File: src/assert_macros.svh
// Assertion macros for the cheat code decoder RTL.
// No dependencies; assertions compile away when SYNTHESIS is defined.
`ifndef ASSERT_MACROS_SVH
`define ASSERT_MACROS_SVH
`ifndef SYNTHESIS
`define CCSD_ASSERT(lbl, clk, rst_n, expr) \
    lbl: assert property (@(posedge clk) disable iff (!rst_n) (expr)) \
        else $error("assertion failed");
`define CCSD_ASSERT_IMPL(lbl, clk, rst_n, ante, cons) \
    lbl: assert property (@(posedge clk) disable iff (!rst_n) (ante) |-> (cons)) \
        else $error("assertion failed");
`define CCSD_ASSERT_NEXT(lbl, clk, rst_n, ante, cons) \
    lbl: assert property (@(posedge clk) disable iff (!rst_n) (ante) |=> (cons)) \
        else $error("assertion failed");
`else
`define CCSD_ASSERT(lbl, clk, rst_n, expr)
`define CCSD_ASSERT_IMPL(lbl, clk, rst_n, ante, cons)
`define CCSD_ASSERT_NEXT(lbl, clk, rst_n, ante, cons)
`endif
`endif

File: src/ccsd_pkg.sv
// Package for the cheat code string decoder: constants, types, character classifier.
// No dependencies.
`default_nettype none

package ccsd_pkg;

    localparam int BufDepth   = 11;
    localparam int CountMax   = 12;
    localparam int CntW       = 4;
    localparam int QueueDepth = 2;

    localparam logic [2:0] CT_NONE = 3'd0;
    localparam logic [2:0] CT_GG8  = 3'd1;
    localparam logic [2:0] CT_AR8  = 3'd2;
    localparam logic [2:0] CT_GG16 = 3'd3;
    localparam logic [2:0] CT_AR16 = 3'd4;

    localparam logic [3:0] NibbleMask = 4'hF;
    localparam logic [7:0] CmpKey     = 8'hBA;

    localparam logic [7:0] ChDash  = 8'h2D;
    localparam logic [7:0] ChColon = 8'h3A;

    typedef struct packed {
        logic       hex_ok;
        logic [3:0] hex;
        logic       ltr_ok;
        logic [4:0] ltr;
        logic       dash;
        logic       colon;
    } t_cls;

    typedef struct packed {
        t_cls [BufDepth-1:0] cls;
        logic [CntW-1:0]     len;
    } t_entry;

    function automatic t_cls classify(input logic [7:0] c);
        t_cls       r;
        logic [7:0] d;
        r = '0;
        d = '0;
        if (c >= 8'h30 && c <= 8'h39) begin
            r.hex_ok = 1'b1;
            d = c - 8'h30;
            r.hex = d[3:0];
        end else if (c >= 8'h41 && c <= 8'h46) begin
            r.hex_ok = 1'b1;
            d = c - 8'h37;
            r.hex = d[3:0];
        end
        r.ltr_ok = 1'b1;
        if (c >= 8'h41 && c <= 8'h48) begin
            d = c - 8'h41;
        end else if (c >= 8'h4A && c <= 8'h4E) begin
            d = c - 8'h42;
        end else if (c == 8'h50) begin
            d = c - 8'h43;
        end else if (c >= 8'h52 && c <= 8'h54) begin
            d = c - 8'h44;
        end else if (c >= 8'h56 && c <= 8'h5A) begin
            d = c - 8'h45;
        end else if (c >= 8'h30 && c <= 8'h39) begin
            d = c - 8'h1A;
        end else begin
            r.ltr_ok = 1'b0;
            d = '0;
        end
        r.ltr   = d[4:0];
        r.dash  = (c == ChDash);
        r.colon = (c == ChColon);
        return r;
    endfunction

endpackage

`default_nettype wire

File: src/ccsd_front.sv
// Front end: accepts characters, classifies them and builds a string summary.
// Depends on ccsd_pkg.
`default_nettype none

module ccsd_front (
    input  wire                 i_clk,
    input  wire                 i_rst_n,
    input  wire                 i_valid,
    output logic                o_stall,
    input  wire  [7:0]          i_char_code,
    input  wire                 i_last_char,
    input  wire                 i_full,
    output logic                o_push,
    output ccsd_pkg::t_entry    o_entry
);
    import ccsd_pkg::*;

    t_cls            r_buf [BufDepth];
    logic [CntW-1:0] r_cnt;
    logic [CntW-1:0] n_cnt;
    t_cls            w_cls;
    logic            w_acc;

    assign o_stall = i_full;
    assign w_acc   = i_valid && !i_full;
    assign o_push  = w_acc && i_last_char;
    assign w_cls   = classify(i_char_code);

    always_comb begin
        for (int i = 0; i < BufDepth; i++) begin
            o_entry.cls[i] = (r_cnt == CntW'(i)) ? w_cls : r_buf[i];
        end
        o_entry.len = (r_cnt < CntW'(CountMax)) ? r_cnt + 1'b1 : r_cnt;
    end

    always_comb begin
        n_cnt = r_cnt;
        if (w_acc) begin
            if (i_last_char) begin
                n_cnt = '0;
            end else if (r_cnt < CntW'(CountMax)) begin
                n_cnt = r_cnt + 1'b1;
            end
        end
    end

    always_ff @(posedge i_clk) begin
        if (!i_rst_n) begin
            r_cnt <= '0;
        end else begin
            r_cnt <= n_cnt;
        end
    end

    always_ff @(posedge i_clk) begin
        for (int i = 0; i < BufDepth; i++) begin
            if (w_acc && r_cnt == CntW'(i)) begin
                r_buf[i] <= w_cls;
            end
        end
    end

endmodule

`default_nettype wire

File: src/ccsd_queue.sv
// Short FIFO of string summaries between front end and decoder.
// Depends on ccsd_pkg.
`default_nettype none

module ccsd_queue #(
    parameter int DEPTH = ccsd_pkg::QueueDepth
) (
    input  wire                 i_clk,
    input  wire                 i_rst_n,
    input  wire                 i_push,
    input  ccsd_pkg::t_entry    i_entry,
    output logic                o_full,
    output logic                o_valid,
    output ccsd_pkg::t_entry    o_entry,
    input  wire                 i_pop
);
    import ccsd_pkg::*;

    localparam int PtrW = $clog2(DEPTH);
    localparam int FilW = $clog2(DEPTH + 1);

    t_entry          r_mem [DEPTH];
    logic [PtrW-1:0] r_wr;
    logic [PtrW-1:0] r_rd;
    logic [FilW-1:0] r_fill;
    logic [PtrW-1:0] n_wr;
    logic [PtrW-1:0] n_rd;
    logic [FilW-1:0] n_fill;

    assign o_full  = (r_fill == FilW'(DEPTH));
    assign o_valid = (r_fill != '0);
    assign o_entry = r_mem[r_rd];

    always_comb begin
        n_wr   = r_wr;
        n_rd   = r_rd;
        n_fill = r_fill;
        if (i_push) begin
            n_wr = (r_wr == PtrW'(DEPTH - 1)) ? '0 : r_wr + 1'b1;
        end
        if (i_pop) begin
            n_rd = (r_rd == PtrW'(DEPTH - 1)) ? '0 : r_rd + 1'b1;
        end
        if (i_push && !i_pop) begin
            n_fill = r_fill + 1'b1;
        end else if (!i_push && i_pop) begin
            n_fill = r_fill - 1'b1;
        end
    end

    always_ff @(posedge i_clk) begin
        if (!i_rst_n) begin
            r_wr   <= '0;
            r_rd   <= '0;
            r_fill <= '0;
        end else begin
            r_wr   <= n_wr;
            r_rd   <= n_rd;
            r_fill <= n_fill;
        end
    end

    always_ff @(posedge i_clk) begin
        if (i_push) begin
            r_mem[r_wr] <= i_entry;
        end
    end

endmodule

`default_nettype wire

File: src/ccsd_back.sv
// Back end: matches a string summary against the four code formats, registered result.
// Depends on ccsd_pkg and assert_macros.svh.
`default_nettype none
`include "assert_macros.svh"

module ccsd_back (
    input  wire                 i_clk,
    input  wire                 i_rst_n,
    input  wire                 i_valid,
    input  ccsd_pkg::t_entry    i_entry,
    output logic                o_pop,
    output logic                o_valid,
    input  wire                 i_stall,
    output logic [2:0]          o_code_type,
    output logic [23:0]         o_patch_address,
    output logic [15:0]         o_patch_value,
    output logic [7:0]          o_compare_byte
);
    import ccsd_pkg::*;

    t_cls [BufDepth-1:0] c;
    logic        w_gg8;
    logic        w_ar16;
    logic        w_ar8;
    logic        w_gg16;
    logic        w_ar_pre;
    logic [7:0]  w_rot_src;
    logic [2:0]  n_type;
    logic [23:0] n_addr;
    logic [15:0] n_val;
    logic [7:0]  n_cmp;

    logic        r_valid;
    logic [2:0]  r_type;
    logic [23:0] r_addr;
    logic [15:0] r_val;
    logic [7:0]  r_cmp;

    assign c = i_entry.cls;

    assign w_gg8 = (i_entry.len >= CntW'(11)) && c[3].dash && c[7].dash
                && c[0].hex_ok && c[1].hex_ok && c[2].hex_ok
                && c[4].hex_ok && c[5].hex_ok && c[6].hex_ok
                && c[8].hex_ok && c[9].hex_ok && c[10].hex_ok;

    assign w_ar_pre = c[6].colon && c[0].hex_ok && c[1].hex_ok && c[2].hex_ok
                   && c[3].hex_ok && c[4].hex_ok && c[5].hex_ok
                   && c[7].hex_ok && c[8].hex_ok;
    assign w_ar16 = (i_entry.len >= CntW'(11)) && w_ar_pre
                 && c[9].hex_ok && c[10].hex_ok;
    assign w_ar8  = (i_entry.len >= CntW'(9)) && w_ar_pre;

    assign w_gg16 = (i_entry.len >= CntW'(9)) && c[4].dash
                 && c[0].ltr_ok && c[1].ltr_ok && c[2].ltr_ok && c[3].ltr_ok
                 && c[5].ltr_ok && c[6].ltr_ok && c[7].ltr_ok && c[8].ltr_ok;

    assign w_rot_src = {c[8].hex, c[10].hex};

    always_comb begin
        n_type = CT_NONE;
        n_addr = '0;
        n_val  = '0;
        n_cmp  = '0;
        priority if (w_gg8) begin
            n_type = CT_GG8;
            n_val  = {8'h00, c[0].hex, c[1].hex};
            n_addr = {8'h00, c[6].hex ^ NibbleMask, c[2].hex, c[4].hex, c[5].hex};
            n_cmp  = {w_rot_src[1:0], w_rot_src[7:2]} ^ CmpKey;
        end else if (w_ar16) begin
            n_type = CT_AR16;
            n_addr = {c[0].hex, c[1].hex, c[2].hex, c[3].hex, c[4].hex, c[5].hex};
            n_val  = {c[7].hex, c[8].hex, c[9].hex, c[10].hex};
        end else if (w_ar8) begin
            n_type = CT_AR8;
            n_addr = {c[0].hex, c[1].hex, c[2].hex, c[3].hex, c[4].hex, c[5].hex};
            n_val  = {8'h00, c[7].hex, c[8].hex};
        end else if (w_gg16) begin
            n_type = CT_GG16;
            n_addr = {c[3].ltr[3:0], c[5].ltr[4:1], c[1].ltr[1:0], c[2].ltr,
                      c[3].ltr[4], c[7].ltr[2:0], c[8].ltr};
            n_val  = {c[6].ltr[0], c[7].ltr[4:3], c[5].ltr[0], c[6].ltr[4:1],
                      c[0].ltr, c[1].ltr[4:2]};
        end else begin
            n_type = CT_NONE;
        end
    end

    assign o_pop = i_valid && (!r_valid || !i_stall);

    always_ff @(posedge i_clk) begin
        if (!i_rst_n) begin
            r_valid <= 1'b0;
        end else if (o_pop) begin
            r_valid <= 1'b1;
        end else if (!i_stall) begin
            r_valid <= 1'b0;
        end
    end

    always_ff @(posedge i_clk) begin
        if (o_pop) begin
            r_type <= n_type;
            r_addr <= n_addr;
            r_val  <= n_val;
            r_cmp  <= n_cmp;
        end
    end

    assign o_valid         = r_valid;
    assign o_code_type     = r_type;
    assign o_patch_address = r_addr;
    assign o_patch_value   = r_val;
    assign o_compare_byte  = r_cmp;

    `CCSD_ASSERT_IMPL(a_none_zero, i_clk, i_rst_n, r_valid && r_type == CT_NONE, r_addr == '0 && r_val == '0 && r_cmp == '0)
    `CCSD_ASSERT_IMPL(a_cmp_gg8, i_clk, i_rst_n, r_valid && r_cmp != '0, r_type == CT_GG8)
    `CCSD_ASSERT_IMPL(a_byte_val, i_clk, i_rst_n, r_valid && (r_type == CT_GG8 || r_type == CT_AR8), r_val[15:8] == '0)
    `CCSD_ASSERT_NEXT(a_pop_loads, i_clk, i_rst_n, o_pop, r_valid)

endmodule

`default_nettype wire

File: src/cheat_code_string_decoder.sv
// Cheat code string decoder: one character per cycle in, one decoded code per string out.
// The final character's summary is written into the queue, then into the output register.
// Throughput: one character per cycle unless stalled; back-to-back strings of any length.
// A two-entry summary queue absorbs output stalls before the input is stalled.
// Reset clears the length count, queue pointers and output valid; the buffer is not cleared.
`default_nettype none

module cheat_code_string_decoder #(
    parameter int QUEUE_DEPTH = ccsd_pkg::QueueDepth
) (
    input  wire         i_clk,
    input  wire         i_rst_n,
    input  wire         i_valid,
    output logic        o_stall,
    input  wire  [7:0]  i_char_code,
    input  wire         i_last_char,
    output logic        o_valid,
    input  wire         i_stall,
    output logic [2:0]  o_code_type,
    output logic [23:0] o_patch_address,
    output logic [15:0] o_patch_value,
    output logic [7:0]  o_compare_byte
);
    import ccsd_pkg::*;

    logic   w_push;
    logic   w_full;
    logic   w_q_valid;
    logic   w_pop;
    t_entry w_in_entry;
    t_entry w_q_entry;

    ccsd_front u_front (
        .i_clk       (i_clk),
        .i_rst_n     (i_rst_n),
        .i_valid     (i_valid),
        .o_stall     (o_stall),
        .i_char_code (i_char_code),
        .i_last_char (i_last_char),
        .i_full      (w_full),
        .o_push      (w_push),
        .o_entry     (w_in_entry)
    );

    ccsd_queue #(
        .DEPTH (QUEUE_DEPTH)
    ) u_queue (
        .i_clk   (i_clk),
        .i_rst_n (i_rst_n),
        .i_push  (w_push),
        .i_entry (w_in_entry),
        .o_full  (w_full),
        .o_valid (w_q_valid),
        .o_entry (w_q_entry),
        .i_pop   (w_pop)
    );

    ccsd_back u_back (
        .i_clk           (i_clk),
        .i_rst_n         (i_rst_n),
        .i_valid         (w_q_valid),
        .i_entry         (w_q_entry),
        .o_pop           (w_pop),
        .o_valid         (o_valid),
        .i_stall         (i_stall),
        .o_code_type     (o_code_type),
        .o_patch_address (o_patch_address),
        .o_patch_value   (o_patch_value),
        .o_compare_byte  (o_compare_byte)
    );

endmodule

`default_nettype wire

File: config.mk
export PLATFORM = sky130hd
export DESIGN_NAME = cheat_code_string_decoder
export DESIGN_NICKNAME = d
export VERILOG_FILES = /design/src/ccsd_pkg.sv /design/src/ccsd_front.sv /design/src/ccsd_queue.sv /design/src/ccsd_back.sv /design/src/cheat_code_string_decoder.sv
export VERILOG_INCLUDE_DIRS = /design/src /design/src/src
export SDC_FILE = /design/constraint.sdc
export NUM_CORES = 1
export LEC_CHECK = 0
export BUFFER_PORTS_ARGS = -buffer_cell sky130_fd_sc_hd__buf_4
export CAP_MARGIN = 20
export CORE_MARGIN = 2
export CORE_UTILIZATION = 60
export CTS_CLUSTER_SIZE = 40
export DETAILED_ROUTE_END_ITERATION = 10
export PLACE_DENSITY = 0.84
export REMOVE_ABC_BUFFERS = 1
export SLEW_MARGIN = 20
export SYNTH_ARGS = -nofsm -noshare
export SYNTH_HDL_FRONTEND = slang
export SYNTH_SLANG_ARGS = --single-unit
File: constraint.sdc
create_clock -name i_clk -period 8.7 [get_ports i_clk]
set_input_delay 1.74 -clock i_clk [delete_from_list [all_inputs] [get_ports i_clk]]
set_output_delay 1.74 -clock i_clk [all_outputs]
set_load 0.01 [all_outputs]
Yosys cells after proc, flatten, opt, wreduce, memory -nomap -nowiden. Memories as Yosys holds them, arrays and structs flattened. A register that Yosys moved wholly into a read port is not among the register bits. Index checks and enable logic that the tools add are counted.

Output and inout port bits: 53. Word-level logic and storage cells: 232. Memories kept: 2. Memory bits (writable): 437. Bits in registers: 60.

Memory list: u_queue.r_mem (depth 2, width 147, rd ports 1, clocked after Yosys merged registers in 1, write ports 1, line ccsd_queue.sv:22) `t_entry r_mem [DEPTH];`; u_front.r_buf (depth 11, width 13, rd ports 11, clocked after Yosys merged registers in 0, write ports 1, line ccsd_front.sv:18) `t_cls r_buf [BufDepth];`.

Reductions and logical operators: 74. Eq/ne operators: 15. Muxes and demuxes: 100. Magnitude comparators: 14. $add $sub $neg: 13. Bitwise gates (word level): 2.

Operator list (count): 2-to-1 mux 13 bit (21); OR reduction 13 bit (10); 2-to-1 mux 24 bit (3); 2-to-1 mux 16 bit (4); logical AND 1 bit (54); 2-to-1 mux 4 bit (12); 2-to-1 mux 1 bit (46); less-or-equal comparator 8 x 7 -> 1 bit, second input constant (5); 2-to-1 mux 5 bit (8); >= comparator 8 x 7 -> 1 bit, second input constant (4); equality test 4 x 3 -> 1 bit, second input constant (4); equality test 8 x 6 -> 1 bit, second input constant (2); equality test 4 bit, second input constant (3); subtractor 5 x 2 -> 5 bit, second input constant (2); subtractor 5 x 3 -> 5 bit, second input constant (2); equality test 4 x 2 -> 1 bit, second input constant (2); equality test 8 x 7 -> 1 bit, second input constant (1); >= comparator 4 bit, second input constant (2); >= comparator 8 x 6 -> 1 bit, second input constant (1); less-or-equal comparator 8 x 6 -> 1 bit, second input constant (1); 2-to-1 mux 8 bit (1); 2-to-1 mux 2 bit (3); 2-to-1 mux 3 bit (2); logical NOT 1 bit (5); 18 further kinds (20).

Depth between registers and ports, before layout. Gate-level depths: netlist of run 1.

Depth in word-level cells: 18. Depth in mapped cells: 11.

Modules after synthesis. A second synthesis of run 1 with hierarchy kept.

Cells, all modules: 1394. Area, all modules: 20661.1 um2.

By module, submodules not included: ccsd_queue (instances 1, cells each 479, area an instance 10876.7 um2); ccsd_front (instances 1, cells each 703, area an instance 7241.9 um2); ccsd_back (instances 1, cells each 212, area an instance 2542.4 um2).

Worst setup path after synthesis of run 1. Ideal clock, no wire load.

Path kind: input port to flip-flop. From: in i_valid. To: mem u_queue.r_mem[0][0] (netlist name) (enable). Required time: 8.117 ns. Stages: 3. Arrival: 6.644 ns. Path slack: 1.473 ns. Buffers on the path: 0. Setup time: 0.583 ns. Cell sequence: and2_1 nand2_1 nor2_1.

Word-level cells in the longest chain between the ends: 4.

RTL lines: start, declared (line cheat_code_string_decoder.sv:13) `input wire i_valid,`; logical AND 1 bit (line ccsd_front.sv:25) `assign w_acc = i_valid && !i_full;`; logical AND 1 bit (line ccsd_front.sv:26) `assign o_push = w_acc && i_last_char;`; 2-to-1 mux 1 bit (line ccsd_queue.sv:64) `if (i_push) begin`; 2-to-1 mux 1 bit (implied by the code) (line ccsd_queue.sv:65) `r_mem[r_wr] <= i_entry;`; end, declared (line ccsd_queue.sv:22).

Every way passes these cells.

==> key figures, run 1 <==
Run status
  – Status: completed

Critical path
  – WP buf/inv: 4
  – Critical path's most frequent cell: inv_1
  – R2r worst-path depth: 7
  – CP Max Fanout: 12
  – Critical Path Start Type: input port
  – CP max stage delay: 0.63 ns
  – Worst Path Required: 8.88 ns
  – Setup CP Type: in2reg
  – CP Cell Sequence: buf_4 > inv_1 > ha_1 > nor2b_1 > o21ai_0 > nor2b_1 > nor2_1 > inv_1 > o21ai_1 > inv_1
  – Crit path DAT: about 5.0 ns
  – Largest delay share family, worst path: buffers and inverters
  – CP endpoint kind: flop
  – Crit path depth: 10
  – Critical Path Slowest Stage Cell: o21ai_1

STA
  – Hold Fails Final Rpt: 0
  – F_max: 206 MHz
  – Fin Hold WS: 0.514 ns
  – Setup violators final: 0
  – Tightest Pin Transition: between 1 and 1.5 ns
  – RSZ-0062 raised after global routing: no
  – Crit share post-route: a little under three fifths
  – Worst Skew: ~0.025 ns
  – Slew Limit Fails: 0
  – Slew Limit Headroom: 26.4%
  – Setup tns final: 0 ns
  – Minimum clock period: around 4.8 ns

Layout
  – Util after Layout: between 60% and 70%
  – Final std cells w/o fill: around 1600
  – Antenna diodes: 0
  – Area added between synthesis and finish: 12.5%
  – # nets final: between 1000 and 1500
  – Commonest non-fill, non-tap cell in the layout: edfxtp_1
  – Share of cells above drive strength 1: 18.0%
  – Highest-count cells in the layout ignoring fill and taps: edfxtp_1, nand2_1, o21ai_0

GRT
  – Grt ovf: 0
  – Antenna violations before repair: 0
  – First-pass GRT wire length: approximately 57000 um
  – Vias in the first global route: between 9000 and 10000
  – Largest net degree at the start of global routing: between 70 and 80
  – Total GRT Usage: a little over a quarter

Synthesis
  – Cell type with the largest total area after synthesis: edfxtp_1
  – Top cell type's share of synthesized area: between 70 and 80%
  – Largest cells by area after synthesis: edfxtp_1, mux2_2, o21ai_0
  – Number of synthesized flops with an enable pin: between 300 and 400
  – Synth Cell Area: approximately 0.016 mm^2
  – Mapped Cells: 1125
  – Synth warn: 0
  – Post-synthesis cell type count: 74
  – Avg Inst Size Synth: 14.4 um^2
  – Synth async-reset ratio: 0%
  – FF+latch count, synth: about 400
  – Seq/Total Area, Yosys: a little under three quarters
  – Synth Flop Type: edfxtp_1

Placement
  – HPWL after DPL: roughly 24000 um
  – Placer congestion estimate: around 0.84
  – Post-placement cell count: about 1500
  – I/O Buffers: 65

Drt
  – Drt drc: 0
  – Routed len/inst: ~25 um
  – Final antenna-violating net count: 0
  – Total Routed Length: ~38000 um
  – 1st-iter DRT viols: ~1500
  – Vias after detailed routing: roughly 10000
  – Vias/cell: approximately 6.5
  – DRT Pass-1 Iters: 6

CTS
  – Clock Latency Late Sink: about 0.54 ns
  – CTS tree: yes
  – Num Clock Sinks: 390
  – CTS Buffer Depth: 3
  – # Post-CTS Setup Buffers: 0
  – Root buffer cell: clkbuf_16
  – Maximum level of the CTS H-tree: 2
  – Cts repair resizes: 0
  – Clock slew at reported path FFs: 0.06 ns
  – Hold Buf Count CTS: 0
  – TritonCTS Buffers: 38

Floorplanning
  – Die X: ~170 um
  – IO Count: between 60 and 70
  – Starting Density: between 60 and 70%
  – Core Region: 0.0267 mm^2
  – Die Y: between 150 and 200 um
  – Die Footprint: between 0.02 and 0.03 mm^2
  – Rows: 60

Flow run
  – Max-cap viol count: 0

Power
  – Leakage power: about 0.0065 uW
  – PD cells: ~260 mW/mm^2
  – Peak VDD IR: about 0.17 mV

Min path
  – Hold Crit Class: reg2reg
  – Worst Hold Depth: 2
-- final timing paths --
kind,startpoint,endpoint,slack (ns)
setup / recovery,i_char_code[2],u_front.r_buf[0][11],3.85
hold / removal,u_back.o_valid,u_back.o_valid,0.51
setup reg to reg,flop,u_back.o_patch_address[7],4.30
hold reg to reg,u_back.o_valid,u_back.o_valid,0.51
-- flip-flops by register name (all words and copies together) (netlist names), named ones only --
| register | flops |
|---|---|
| u_back.o_code_type | 3 |
| u_back.o_patch_address | 24 |
| u_front.r_cnt | 4 |
| u_queue.r_mem | 222 |
| u_back.o_compare_byte | 8 |
| u_queue.r_rd | 1 |
| u_front.r_buf | 107 |
| u_back.o_valid | 1 |
| u_queue.r_fill | 2 |
| u_queue.r_wr | 1 |
| u_back.o_patch_value | 16 |
-- report_power, final --
group	internal [uW]	switching, uW	total [uW]
combinational	284	388	672
sequential	2300	86.9	2380
clock	969	689	1660
-- cells in the mapped netlist (5+ instances only) --
library cell,count
edfxtp_1,380
nand2_1,123
o21ai_0,96
mux2_2,57
nor2_1,55
a21oi_1,51
inv_1,36
mux2i_1,32
clkbuf_1,31
o22ai_1,29
ha_1,19
buf_2,18
a22oi_1,13
a221oi_1,12
a31oi_1,11
and2_1,10
dfxtp_1,10
nand3_1,9
nor3_1,9
o21ai_1,9
buf_6,8
nor2b_1,7
o21a_1,7
nand2b_1,6
nand4_1,6
a21boi_0,5
xnor2_1,5
-- layer usage --
| metal | part of all wire, % | global-route usage (%) | up-vias |
|---|---|---|---|
| li1 | - | - | 4401 |
| met1 | 38 | 36.2 | 4917 |
| met2 | 47 | 42.9 | 701 |
| met3 | 11 | 5.12 | 124 |
| met4 | 3.9 | 11.5 | 0 |
| met5 | 0 | 0 | - |
-- final cells by class --
class                   instances  area [um^2]
flip-flops and latches        390        11600
multi-input cells             636         4170
clock inverters                20          191
well taps                     341          427
inverters                      36          136
repair buffers                 82          636
clock buffers                  50         1080
fillers                      1742         8470
-- per-stage QoR --
step / power (uW) / cell area (um^2) / setup WS (ns)
2_1_floorplan: 2810 / 15900 / 1.47
3_3_place_gp: 3060 / 17000 / 3.59
4_1_cts: 4720 / 18200 / 4.00
6_report: 4710 / 18300 / 3.85
5_1_grt: 4850 / 18300 / 3.57
3_5_place_dp: 3090 / 17000 / 3.48
-- logic make-up (layout without fill, tap and decap cells) --
kind of cell / after synthesis / in the layout / synth area share [%]
AO/OA/AOI/OAI: 272 / 272 / 10.6
flip-flops: 390 / 390 / 71.5
adder cells (fa/ha/maj): 19 / 19 / 1.46
XOR/XNOR: 7 / 7 / 0.378
multiplexers: 89 / 89 / 5.93
buffers and inverters: 99 / 188 / 2.88
AND/OR/NAND/NOR: 249 / 249 / 7.17
-- worst register-to-register path: cells and delay by family, from the launching register on --
| family | cells | cell delay [ns] |
|---|---|---|
| AO/OA/AOI/OAI | 2 | 0.73 |
| AND/OR/NAND/NOR | 4 | 1.77 |
| flip-flops | 1 | 0.82 |
| buffers and inverters | 1 | 0.80 |
Power figures use the tool's default switching activity.
==> inputs of run 2 (changes only) <==
Clock period 8.7 ns to 4.5 ns, I/O delays scaled along.
==> run 2 against run 1 <==
Sequential power is 93% higher. Clock power is 82% higher. Register-to-register slack worse by 2.7 ns. Critical endpoint is now u_front.r_buf[4][11]. Via count is 1.3% lower. Sequential share of layout area hardly changed. Final area hardly changed. Global-route usage is 0.14 points higher. Critical path depth stayed put.
==> key figures, run 2 (synthesis gave the netlist of run 1 again) <==
Floorplanning
  – Core Region: 0.0267 mm^2 (unchanged)
  – Die X: 168 um (unchanged)
  – Die Footprint: 0.0284 mm^2 (unchanged)
  – Die Y: 168 um (unchanged)
  – Rows: 60 (unchanged)
  – Starting Density: 60.7% (unchanged)
  – IO Count: 66 (unchanged)

STA
  – Fin Hold WS: 0.502 ns (-0.0118 ns)
  – RSZ-0062 raised after global routing: no
  – Slew Limit Fails: 0 (unchanged)
  – Crit share post-route: between 80% and 90%
  – Slew Limit Headroom: 28.2% (+1.8 points)
  – Setup violators final: 0 (unchanged)
  – Final worst setup slack: 0.555 ns (-3.30 ns)
  – Tightest Pin Transition: 1.08 ns (-0.0269 ns)
  – Hold Fails Final Rpt: 0 (unchanged)
  – F_max: between 200 and 300 MHz
  – Worst Skew: 0.0186 ns (-0.00681 ns)
  – Minimum clock period: approximately 4 ns

Critical path
  – Worst Path Required: 4.66 ns (-4.22 ns)
  – CP Max Fanout: 12 (unchanged)
  – CP endpoint kind: flop
  – Setup CP Type: in2reg
  – Critical Path Start Type: input port
  – Crit path DAT: 4.10 ns (-0.93 ns)

Drt
  – Routed len/inst: 24.3 um (-1.2%)
  – 1st-iter DRT viols: 1390 (-6.3%)
  – Vias after detailed routing: 10000 (-1.3%)
  – DRT Pass-1 Iters: 6 (unchanged)
  – Drt drc: 0 (unchanged)
  – Total Routed Length: 38100 um (-0.46%)
  – Vias/cell: 6.39 (-2.0%)
  – Final antenna-violating net count: 0 (unchanged)

Layout
  – Number of fill cells in the layout: 1750 (+0.46%)
  – Highest-count cells in the layout ignoring fill and taps: edfxtp_1, nand2_1, o21ai_0
  – Area of the multi-input gates: 0.00418 mm^2 (+0.21%)
  – Largest register FFs: 222 (unchanged)
  – # nets final: 1227 (+0.90%)
  – Biggest register: u_queue.r_mem
  – Antenna diodes: 0 (unchanged)
  – Share of cells above drive strength 1: 18.9% (+0.82 points)
  – Register Area: 0.0116 mm^2 (unchanged)
  – Area added between synthesis and finish: 12.4% (about the same)
  – Commonest non-fill, non-tap cell in the layout: edfxtp_1

Placement
  – Placement Setup Slack: 0.141 ns (-3.34 ns)
  – HPWL after DPL: 24700 um (+4.9%)
  – Placer congestion estimate: 0.878 (+4.4%)
  – I/O Buffers: 65 (unchanged)

Run status
  – Status: completed

CTS
  – TritonCTS Buffers: 38 (unchanged)
  – # Post-CTS Setup Buffers: 0 (unchanged)
  – Clock Latency Late Sink: 0.53 ns (about the same)
  – Num Clock Sinks: 390 (unchanged)
  – CTS tree: yes
  – Cts repair resizes: 0 (unchanged)
  – CTS Buffer Depth: 3 (unchanged)
  – Hold Buf Count CTS: 0 (unchanged)
  – Root buffer cell: clkbuf_16
  – Maximum level of the CTS H-tree: 2 (unchanged)
  – Clock slew at reported path FFs: 0.06 ns (about the same)

GRT
  – Vias in the first global route: 9879 (-0.74%)
  – First-pass GRT wire length: 57200 um (+0.56%)
  – Total GRT Usage: 26.8% (+0.14 points)
  – Grt ovf: 0 (unchanged)
  – Largest net degree at the start of global routing: 74 (-2.6%)
  – Antenna violations before repair: 0 (unchanged)

Power
  – Leakage power: 0.00649 uW (+0.38%)
  – Peak VDD IR: 0.302 mV (+73%)
  – Power Total: 8940 uW (+90%)
  – PD cells: 490 mW/mm^2 (+90%)

Min path
  – Hold Crit Class: reg2reg

Flow run
  – Max-cap viol count: 0 (unchanged)
-- run 2: cell types whose count changed in the layout (fill, tap and decap cells not counted), moves of 2 or more --
cell	change
clkinv_8	-2
clkinv_2	+5
clkbuf_8	-2
clkbuf_16	-2
buf_4	+11
-- run 2: metal layers --
metal	part of all wire (%)	GRT usage, %
met4	3.9	11.0
met5	0	0
met1	38	35.7
met3	9.9	5.17
met2	48	44.2
-- run 2: per-stage QoR --
step / util, % / setup TNS (ns) / area, um^2 / std cells
2_1_floorplan: - / -226.80 / 15900 / 1062
3_3_place_gp: 63.8 / 0 / 17100 / 1496
3_5_place_dp: 63.9 / 0 / 17100 / 1496
4_1_cts: 68.3 / 0 / 18300 / 1566
5_1_grt: 68.3 / 0 / 18300 / 1566
6_report: 68.3 / 0 / 18300 / 1566
-- run 2: report_power, final --
part / internal (uW) / switching [uW] / leakage (uW)
clock network: 1710 / 1300 / 0.000583
logic: 553 / 776 / 0.00227
registers: 4440 / 150 / 0.00363
total: 6710 / 2230 / 0.00649
-- run 2: worst paths after layout --
path                                      from                       to  slack (ns)  depth (start not counted)
worst min-delay path            u_back.o_valid           u_back.o_valid        0.50                          2
worst min register to register  u_back.o_valid           u_back.o_valid        0.50                          2
worst max register to register            flop  u_back.o_patch_value[5]        1.60                          4
worst max-delay path            i_char_code[2]     u_front.r_buf[4][11]        0.56                         10
-- run 2: cell type report --
cell class | count | share of cell area (%)
clock buffer | 45 | 5.47
sequential | 390 | 63.6
multi-input combinational | 636 | 22.9
timing repair buffer | 93 | 3.89
clock inverter | 25 | 1.02
inverter | 36 | 0.747
tap | 341 | 2.34
-- run 2: worst max-delay path, cell delays in order --
cell and delay (ns):
buf_4 0.15, inv_1 0.21, ha_1 0.38, nor2b_1 0.16
o21ai_0 0.14, nor2b_1 0.26, nor2_1 0.52, inv_1 0.33
o21ai_1 0.63, inv_1 0.41
